==> src/hw/rtl/ordered_array_list_top_assert.svh <==
// ----------------------------------------------------------------------------
// Assertion macros for the ordered array list
// Concurrent checks that compile away when ASSERT_OFF is defined.
// ----------------------------------------------------------------------------
`ifndef ORDERED_ARRAY_LIST_TOP_ASSERT_SVH
`define ORDERED_ARRAY_LIST_TOP_ASSERT_SVH

`ifndef ASSERT_OFF
// property must hold at every edge out of reset
`define OAL_ASSERT(lbl, clk, rstn, prop) \
    lbl: assert property (@(posedge clk) disable iff (!rstn) prop) \
        else $error("ordered array list check failed");
// condition must never be true out of reset
`define OAL_NEVER(lbl, clk, rstn, cond) \
    lbl: assert property (@(posedge clk) disable iff (!rstn) !(cond)) \
        else $error("ordered array list forbidden condition");
`else
`define OAL_ASSERT(lbl, clk, rstn, prop)
`define OAL_NEVER(lbl, clk, rstn, cond)
`endif

`endif

==> src/hw/rtl/oal_pkg.sv <==
// ----------------------------------------------------------------------------
// oal_pkg
// Shared types and constants of the ordered array list.
// ----------------------------------------------------------------------------
package oal_pkg;

    localparam int OAL_CAPACITY = 64;

    typedef enum logic [1:0] {
        OP_READ   = 2'd0,
        OP_LOCATE = 2'd1,
        OP_INSERT = 2'd2,
        OP_DELETE = 2'd3
    } oal_op_t;

    typedef struct packed {
        oal_op_t     op;
        logic [6:0]  position;
        logic [7:0]  element;
    } oal_in_t;

    typedef struct packed {
        logic        ok;
        logic [7:0]  data_out;
        logic [6:0]  found_position;
        logic [6:0]  count;
        logic        is_empty;
    } oal_out_t;

endpackage

==> src/hw/rtl/oal_ram.sv <==
// ----------------------------------------------------------------------------
// oal_ram
// Simple dual-port RAM: one write port, one read port, registered read data.
// ----------------------------------------------------------------------------
module oal_ram #(
    parameter int WIDTH = 8,
    parameter int DEPTH = 64
) (
    input  logic                     aclk,
    input  logic                     we,
    input  logic [$clog2(DEPTH)-1:0] waddr,
    input  logic [WIDTH-1:0]         wdata,
    input  logic                     re,
    input  logic [$clog2(DEPTH)-1:0] raddr,
    output logic [WIDTH-1:0]         rdata
);

    logic [WIDTH-1:0] mem [DEPTH];
    logic [WIDTH-1:0] rdata_reg;

    always_ff @(posedge aclk) begin
        if (we) begin
            mem[waddr] <= wdata;
        end
        if (re) begin
            rdata_reg <= mem[raddr];
        end
    end

    assign rdata = rdata_reg;

endmodule

==> src/hw/rtl/ordered_array_list_top.sv <==
// ----------------------------------------------------------------------------
// ordered_array_list_top
// Bounded ordered byte list with read, locate, insert and delete requests.
// ----------------------------------------------------------------------------
// The list lives in one RAM with a registered read, and every request walks it
// one entry per cycle. A locate stops early when the key is found, and an insert
// or delete moves the shifted tail one element per cycle through the read and
// write ports of the RAM. One request is in work at a time; a finished result
// sits in an output register so the next item can be taken while it waits.
// Positions are 1-based; a bad position or an insert into a full list leaves
// the list untouched and returns ok=0.
// ----------------------------------------------------------------------------
`include "ordered_array_list_top_assert.svh"

module ordered_array_list_top
    import oal_pkg::*;
#(
    parameter int CAPACITY = OAL_CAPACITY
) (
    input  logic     aclk,
    input  logic     aresetn,
    input  logic     s_valid,
    output logic     s_ready,
    input  oal_in_t  s_data,
    output logic     m_valid,
    input  logic     m_ready,
    output oal_out_t m_data
);

    localparam int AW    = $clog2(CAPACITY);
    localparam int LEN_W = $clog2(CAPACITY + 1);
    localparam int CW    = ((LEN_W > 7) ? LEN_W : 7) + 1;

    typedef enum logic [2:0] {
        ST_IDLE = 3'b001,
        ST_RUN  = 3'b010,
        ST_FIN  = 3'b100
    } state_t;

    state_t            state_reg, state_next;
    logic [LEN_W-1:0]  len_reg, len_next;
    oal_op_t           op_reg, op_next;
    logic [AW-1:0]     pos_addr_reg, pos_addr_next;
    logic [7:0]        elem_reg, elem_next;
    logic              ok_reg, ok_next;
    logic [7:0]        data_reg, data_next;
    logic [6:0]        found_reg, found_next;
    logic              hit_reg, hit_next;
    logic [AW-1:0]     rd_addr_reg, rd_addr_next;
    logic [LEN_W-1:0]  rd_left_reg, rd_left_next;
    logic              pend_reg, pend_next;
    logic [AW-1:0]     pend_addr_reg, pend_addr_next;
    logic              m_valid_reg, m_valid_next;
    oal_out_t          m_data_reg, m_data_next;

    logic              ram_we;
    logic [AW-1:0]     ram_waddr;
    logic [7:0]        ram_wdata;
    logic              ram_re;
    logic [7:0]        ram_rdata;

    logic [CW-1:0]     pos_x, len_x;
    logic              pos_in_list, ins_ok, accept, out_free;
    logic [LEN_W-1:0]  len_new;

    oal_ram #(
        .WIDTH (8),
        .DEPTH (CAPACITY)
    ) u_store (
        .aclk  (aclk),
        .we    (ram_we),
        .waddr (ram_waddr),
        .wdata (ram_wdata),
        .re    (ram_re),
        .raddr (rd_addr_reg),
        .rdata (ram_rdata)
    );

    assign s_ready  = (state_reg == ST_IDLE);
    assign accept   = s_valid && s_ready;
    assign out_free = !m_valid_reg || m_ready;
    assign m_valid  = m_valid_reg;
    assign m_data   = m_data_reg;

    assign pos_x       = CW'(s_data.position);
    assign len_x       = CW'(len_reg);
    assign pos_in_list = (pos_x != '0) && (pos_x <= len_x);
    assign ins_ok      = (pos_x != '0) && (pos_x <= len_x + CW'(1))
                         && (len_x < CW'(CAPACITY));

    assign ram_re = (state_reg == ST_RUN) && (rd_left_reg != '0);

    // Write port: tail shift while walking, the new element once at the end.
    always_comb begin
        ram_we    = 1'b0;
        ram_waddr = pend_addr_reg;
        ram_wdata = ram_rdata;
        if (state_reg == ST_RUN && pend_reg) begin
            if (op_reg == OP_INSERT) begin
                ram_we    = 1'b1;
                ram_waddr = pend_addr_reg + AW'(1);
            end else if (op_reg == OP_DELETE && pend_addr_reg != pos_addr_reg) begin
                ram_we    = 1'b1;
                ram_waddr = pend_addr_reg - AW'(1);
            end
        end else if (state_reg == ST_FIN && out_free && op_reg == OP_INSERT && ok_reg) begin
            ram_we    = 1'b1;
            ram_waddr = pos_addr_reg;
            ram_wdata = elem_reg;
        end
    end

    always_comb begin
        len_new = len_reg;
        if (ok_reg && op_reg == OP_INSERT) begin
            len_new = len_reg + LEN_W'(1);
        end else if (ok_reg && op_reg == OP_DELETE) begin
            len_new = len_reg - LEN_W'(1);
        end
    end

    always_comb begin
        state_next     = state_reg;
        len_next       = len_reg;
        op_next        = op_reg;
        pos_addr_next  = pos_addr_reg;
        elem_next      = elem_reg;
        ok_next        = ok_reg;
        data_next      = data_reg;
        found_next     = found_reg;
        hit_next       = hit_reg;
        rd_addr_next   = rd_addr_reg;
        rd_left_next   = rd_left_reg;
        pend_next      = 1'b0;
        pend_addr_next = rd_addr_reg;
        m_valid_next   = m_valid_reg && !m_ready;
        m_data_next    = m_data_reg;

        case (state_reg)
            ST_IDLE: begin
                if (accept) begin
                    op_next       = s_data.op;
                    pos_addr_next = AW'(pos_x - CW'(1));
                    elem_next     = s_data.element;
                    data_next     = '0;
                    found_next    = '0;
                    hit_next      = 1'b0;
                    rd_addr_next  = AW'(pos_x - CW'(1));
                    state_next    = ST_RUN;
                    case (s_data.op)
                        OP_READ: begin
                            ok_next      = pos_in_list;
                            rd_left_next = pos_in_list ? LEN_W'(1) : '0;
                        end
                        OP_LOCATE: begin
                            ok_next      = 1'b1;
                            rd_addr_next = '0;
                            rd_left_next = len_reg;
                        end
                        OP_INSERT: begin
                            // shift walks down from the last element
                            ok_next      = ins_ok;
                            rd_addr_next = AW'(len_x - CW'(1));
                            rd_left_next = ins_ok ? LEN_W'(len_x - pos_x + CW'(1)) : '0;
                        end
                        OP_DELETE: begin
                            ok_next      = pos_in_list;
                            rd_left_next = pos_in_list ? LEN_W'(len_x - pos_x + CW'(1)) : '0;
                        end
                        default: begin
                            ok_next      = 1'b0;
                            rd_left_next = '0;
                        end
                    endcase
                end
            end
            ST_RUN: begin
                if (ram_re) begin
                    pend_next    = 1'b1;
                    rd_left_next = rd_left_reg - LEN_W'(1);
                    rd_addr_next = (op_reg == OP_INSERT) ? rd_addr_reg - AW'(1)
                                                         : rd_addr_reg + AW'(1);
                end
                if (pend_reg) begin
                    if (op_reg == OP_READ) begin
                        data_next = ram_rdata;
                    end else if (op_reg == OP_DELETE && pend_addr_reg == pos_addr_reg) begin
                        data_next = ram_rdata;
                    end else if (op_reg == OP_LOCATE && !hit_reg && ram_rdata == elem_reg) begin
                        // first match ends the scan; a read already in flight is ignored
                        hit_next     = 1'b1;
                        found_next   = 7'({1'b0, pend_addr_reg} + (AW + 1)'(1));
                        rd_left_next = '0;
                        pend_next    = 1'b0;
                    end
                end
                if (rd_left_reg == '0 && !pend_reg) begin
                    state_next = ST_FIN;
                end
            end
            ST_FIN: begin
                if (out_free) begin
                    len_next                   = len_new;
                    m_valid_next               = 1'b1;
                    m_data_next.ok             = ok_reg;
                    m_data_next.data_out       = data_reg;
                    m_data_next.found_position = found_reg;
                    m_data_next.count          = 7'(len_new);
                    m_data_next.is_empty       = (len_new == '0);
                    state_next                 = ST_IDLE;
                end
            end
            default: begin
                state_next = ST_IDLE;
            end
        endcase
    end

    always_ff @(posedge aclk) begin
        if (!aresetn) begin
            state_reg   <= ST_IDLE;
            len_reg     <= '0;
            rd_left_reg <= '0;
            pend_reg    <= 1'b0;
            m_valid_reg <= 1'b0;
        end else begin
            state_reg   <= state_next;
            len_reg     <= len_next;
            rd_left_reg <= rd_left_next;
            pend_reg    <= pend_next;
            m_valid_reg <= m_valid_next;
        end
    end

    always_ff @(posedge aclk) begin
        op_reg        <= op_next;
        pos_addr_reg  <= pos_addr_next;
        elem_reg      <= elem_next;
        ok_reg        <= ok_next;
        data_reg      <= data_next;
        found_reg     <= found_next;
        hit_reg       <= hit_next;
        rd_addr_reg   <= rd_addr_next;
        pend_addr_reg <= pend_addr_next;
        m_data_reg    <= m_data_next;
    end

    `OAL_ASSERT(a_len_bound, aclk, aresetn, (CW'(len_reg) <= CW'(CAPACITY)))
    `OAL_NEVER(a_no_idle_write, aclk, aresetn, (state_reg == ST_IDLE) && ram_we)
    `OAL_NEVER(a_rw_overlap, aclk, aresetn, ram_we && ram_re && (ram_waddr == rd_addr_reg))
    `OAL_ASSERT(a_result_from_fin, aclk, aresetn, $rose(m_valid_reg) |-> $past(state_reg == ST_FIN))

endmodule
==> config.mk <==
export PLATFORM = sky130hd
export DESIGN_NAME = ordered_array_list_top
export DESIGN_NICKNAME = d
export VERILOG_FILES = /design/src/hw/rtl/oal_pkg.sv /design/src/hw/rtl/oal_ram.sv /design/src/hw/rtl/ordered_array_list_top.sv
export VERILOG_INCLUDE_DIRS = /design/src /design/src/hw/rtl
export SDC_FILE = /design/constraint.sdc
export NUM_CORES = 1
export LEC_CHECK = 0
export ABC_AREA = 1
export BUFFER_PORTS_ARGS = -buffer_cell sky130_fd_sc_hd__buf_2
export CORE_MARGIN = 1
export CORE_UTILIZATION = 25
export DETAILED_ROUTE_END_ITERATION = 16
export PLACE_DENSITY_LB_ADDON = 0.12
export SYNTH_ARGS = -nofsm -noshare
export SYNTH_HDL_FRONTEND = slang
export SYNTH_SLANG_ARGS = --single-unit
==> constraint.sdc <==
create_clock -name aclk -period 5.5 [get_ports aclk]
set_input_delay 1.1 -clock aclk [delete_from_list [all_inputs] [get_ports aclk]]
set_output_delay 1.1 -clock aclk [all_outputs]
set_load 0.02 [all_outputs]
==> impl_metrics.yaml <==
global_route:
  grt_pass1_wl_mm: 123
  antenna_found_initial: 2
  use_met1_pct: 21.0
  met3_usage_pct: 2.09
  grt_max_degree: 167
  grt_pass1_vias: 18000
  track_usage_pct: 15.6
  grt_overflow: 0
  grt_use_met2_pct: 25.6
  grt.busiest_layer: "met2"
logic_synthesis:
  ys_async_sr_fraction_pct: 0
  yosysWarnings: 0
  yosysTopAreaCell: "edfxtp_1"
  synth_area_um2: 26200
  synth_area_leaders: "edfxtp_1 (67%), o21ai_0 (6.7%), nor2_1 (5.8%)"
  synthSimpleGateAreaFrac_pct: 11.9
  synth_mux_area_share_pct: 0
  synthXorXnorAreaFrac_pct: 1.07
  seq_area_frac_synth_pct: 68.7
  syn_nets: 2322
  synth_seq_cells: 608
  yosys.area.top_type_share_pct: 66.8
  synth_top_family_by_area: "compound AO/OA/AOI/OAI gates"
  synth_edf_count: 583
  synth-adder-area-share_pct: 2.04
  synth-main-ff-cell: "edfxtp_1"
  netlist_instances: 2260
  synthDistinctLibCells: 46
  synth_compound_area_share_pct: 12.8
  syn_avg_cell_area_um2: 11.6
floorplan:
  dieHeight_um: 326
  rows: 118
  die_w_um: 326
  dieArea_um2: 106000
  start_util_pct: 25.3
  boundaryPins: 47
  core_um2: 104000
place:
  gp_congestion: 0.832
  port_buffers: 46
  dpl_cell_area_um2: 28200
  hpwl_mm: 52.6
timing:
  rsz0062_at_grt: "no"
  relSlewSlack_pct: 34.4
  worst_pin_slew_ns: 0.985
  max_freq_mhz: 244
  fin_tns_setup_ns: 0
  drv_slew: 0
  hold_viol_final: 0
  setup_viol: 0
  finalClockSkew_ns: 0.0204
  period_minus_slack_ns: 4.10
  period_share_pct: 74.5
drt:
  dr.pass1.iters: 5
  drt_drc_violations_left: 0
  drtIter0Drc: 1276
  ant_nets: 0
  wl_per_cell_um: 22.3
  vias: 17600
  routed_via_density: 4.73
  totalWireLength_mm: 83.1
cts:
  cts_hold_buffers: 0
  cts_made_buffers: 71
  cts_tree: "done"
  clk_latency_ns: 0.62
  cts-root-buf: "clkbuf_16"
  htreeDepth: 3
  clock_sinks: 608
  post-cts-setup-buffers: 0
  clk_path_buf_depth: 3
  cts.clk_slew.worst_paths_ns: 0.05
  cts_resized: 0
worst_setup_path:
  startpoint_type: "register"
  critPathCaptureType: "register"
  worst_ep_required_time_ns: 5.75
  cp.arrival_ns: 4.35
  worstSetupPathType: "register to register"
  path_max_fanout: 26
pwr:
  combPwrFrac_pct: 13.3
  max-vdd-ir-drop_uv: 240
  power_density_nw_per_um2: 371
  sw_frac_of_total_pct: 27.6
  leakagePower_uw: 0.0103
  p_total_uw: 11300
  intPower_uw: 8160
  power.switching_uw: 3110
  power_frac_clock_pct: 40.8
  seq_power_share_pct: 45.9
layout:
  stdcell_area_um2: 30400
  drive_above_1_share_pct: 10.5
  diodes: 0
  fillCellCount: 10600
  nets: 2365
  largest_register_ffs: 512
  syn_to_final_growth_pct: 15.9
  post-route-util_pct: 29.3
  multiInputGateArea_um2: 7370
  area.sequential_um2: 18000
flow_run:
  maxCapViolCount: 0
min_path:
  hold_path.class: "register to register"
outcome:
  status: "complete, no violations"
-- cells in the mapped netlist, types with 6 or more instances --
master / count
nand3_4: 6
nand3_1: 41
clkbuf_1: 97
nor2_1: 408
ha_1: 38
nor3_1: 6
o21ai_1: 15
inv_1: 98
buf_2: 19
dfxtp_1: 25
nand2_2: 7
o21ai_0: 353
a21oi_1: 52
inv_2: 10
o22ai_1: 131
edfxtp_1: 583
nand4_1: 13
o211ai_1: 32
xor2_1: 27
nand2_1: 235
-- final timing paths --
path	from	end	slack (ns)	cells past startpoint
hold / removal	found_reg[4]	m_data[12]	0.42	0
setup / recovery	state_reg[2]	u_store.mem[31][0]	1.40	10
setup reg to reg	state_reg[2]	u_store.mem[31][0]	1.40	10
hold reg to reg	found_reg[4]	m_data[12]	0.42	0
-- worst max-delay path, stage by stage (launching register included) --
cell and delay [ns]:
dfxtp_1 0.32, nor2_1 0.10, nand2_1 0.05, buf_4 0.22, nor2_2 0.69, inv_1 0.30
a21oi_1 0.21, nand2_1 0.09, nand2_2 0.15, nand4_1 0.72, nor2_1 0.86
-- layer usage --
layer  share of wire, %  routed length [um]
met3                4.1                3390
met1                 46               38100
met4                2.7                2270
met2                 47               39400
met5                  0                   0
-- through the flow --
| stage | hold slack [ns] | std cells | setup WS (ns) |
|---|---|---|---|
| floorplan | 0.346 | 2260 | 0.176 |
| global placement | 0.410 | 3610 | 1.02 |
| detailed placement | 0.405 | 3610 | 0.895 |
| CTS | 0.418 | 3732 | 1.38 |
| global route | 0.424 | 3732 | 1.15 |
| finish | 0.417 | 3732 | 1.40 |
-- power by group through the flow --
stage	combinational [uW]	sequential, uW	clock (uW)
floorplan	931	5250	0
global placement	1530	5270	0
detailed placement	1510	5270	0
CTS	1520	5170	4730
global route	1650	5180	4870
finish	1500	5170	4600
-- cells in the final DEF, fill, tap and decap left out, types with 5 or more instances in the layout --
cell       instances
xnor2_1            5
nand3_4            6
o21ai_0          345
buf_2             46
nand2_1          235
nor3_1             6
o21bai_1           5
clkinv_1          15
xor2_1            27
inv_2             11
bufinv_16          5
buf_12             5
o21ai_4            8
nand4_1           13
o22ai_1          131
buf_4             40
nand2_4            5
o21ai_1           15
clkbuf_16         72
nor2_2             5
ha_1              38
nor2_1           407
clkbuf_1          13
nand2_2            7
a21oi_1           52
dfxtp_1           25
edfxtp_1         583
inv_1             95
clkinv_2          12
nand3_1           41
o211ai_1          32
-- cells by family after synthesis --
family	count (synthesis)
buffers and inverters	234
adder cells (fa/ha/maj)	41
XOR/XNOR	32
flip-flops	608
AO/OA/AOI/OAI	603
AND/OR/NAND/NOR	742
-- area by class of cell --
class	instances	area share (%)
inverters	113	1.42
well taps	1380	5.68
clock buffers	85	6.09
flip-flops and latches	608	59.3
multi-input cells	1418	24.3
clock inverters	37	1.22
repair buffers	91	2.07
No activity file was read; power rests on OpenSTA's default activity.
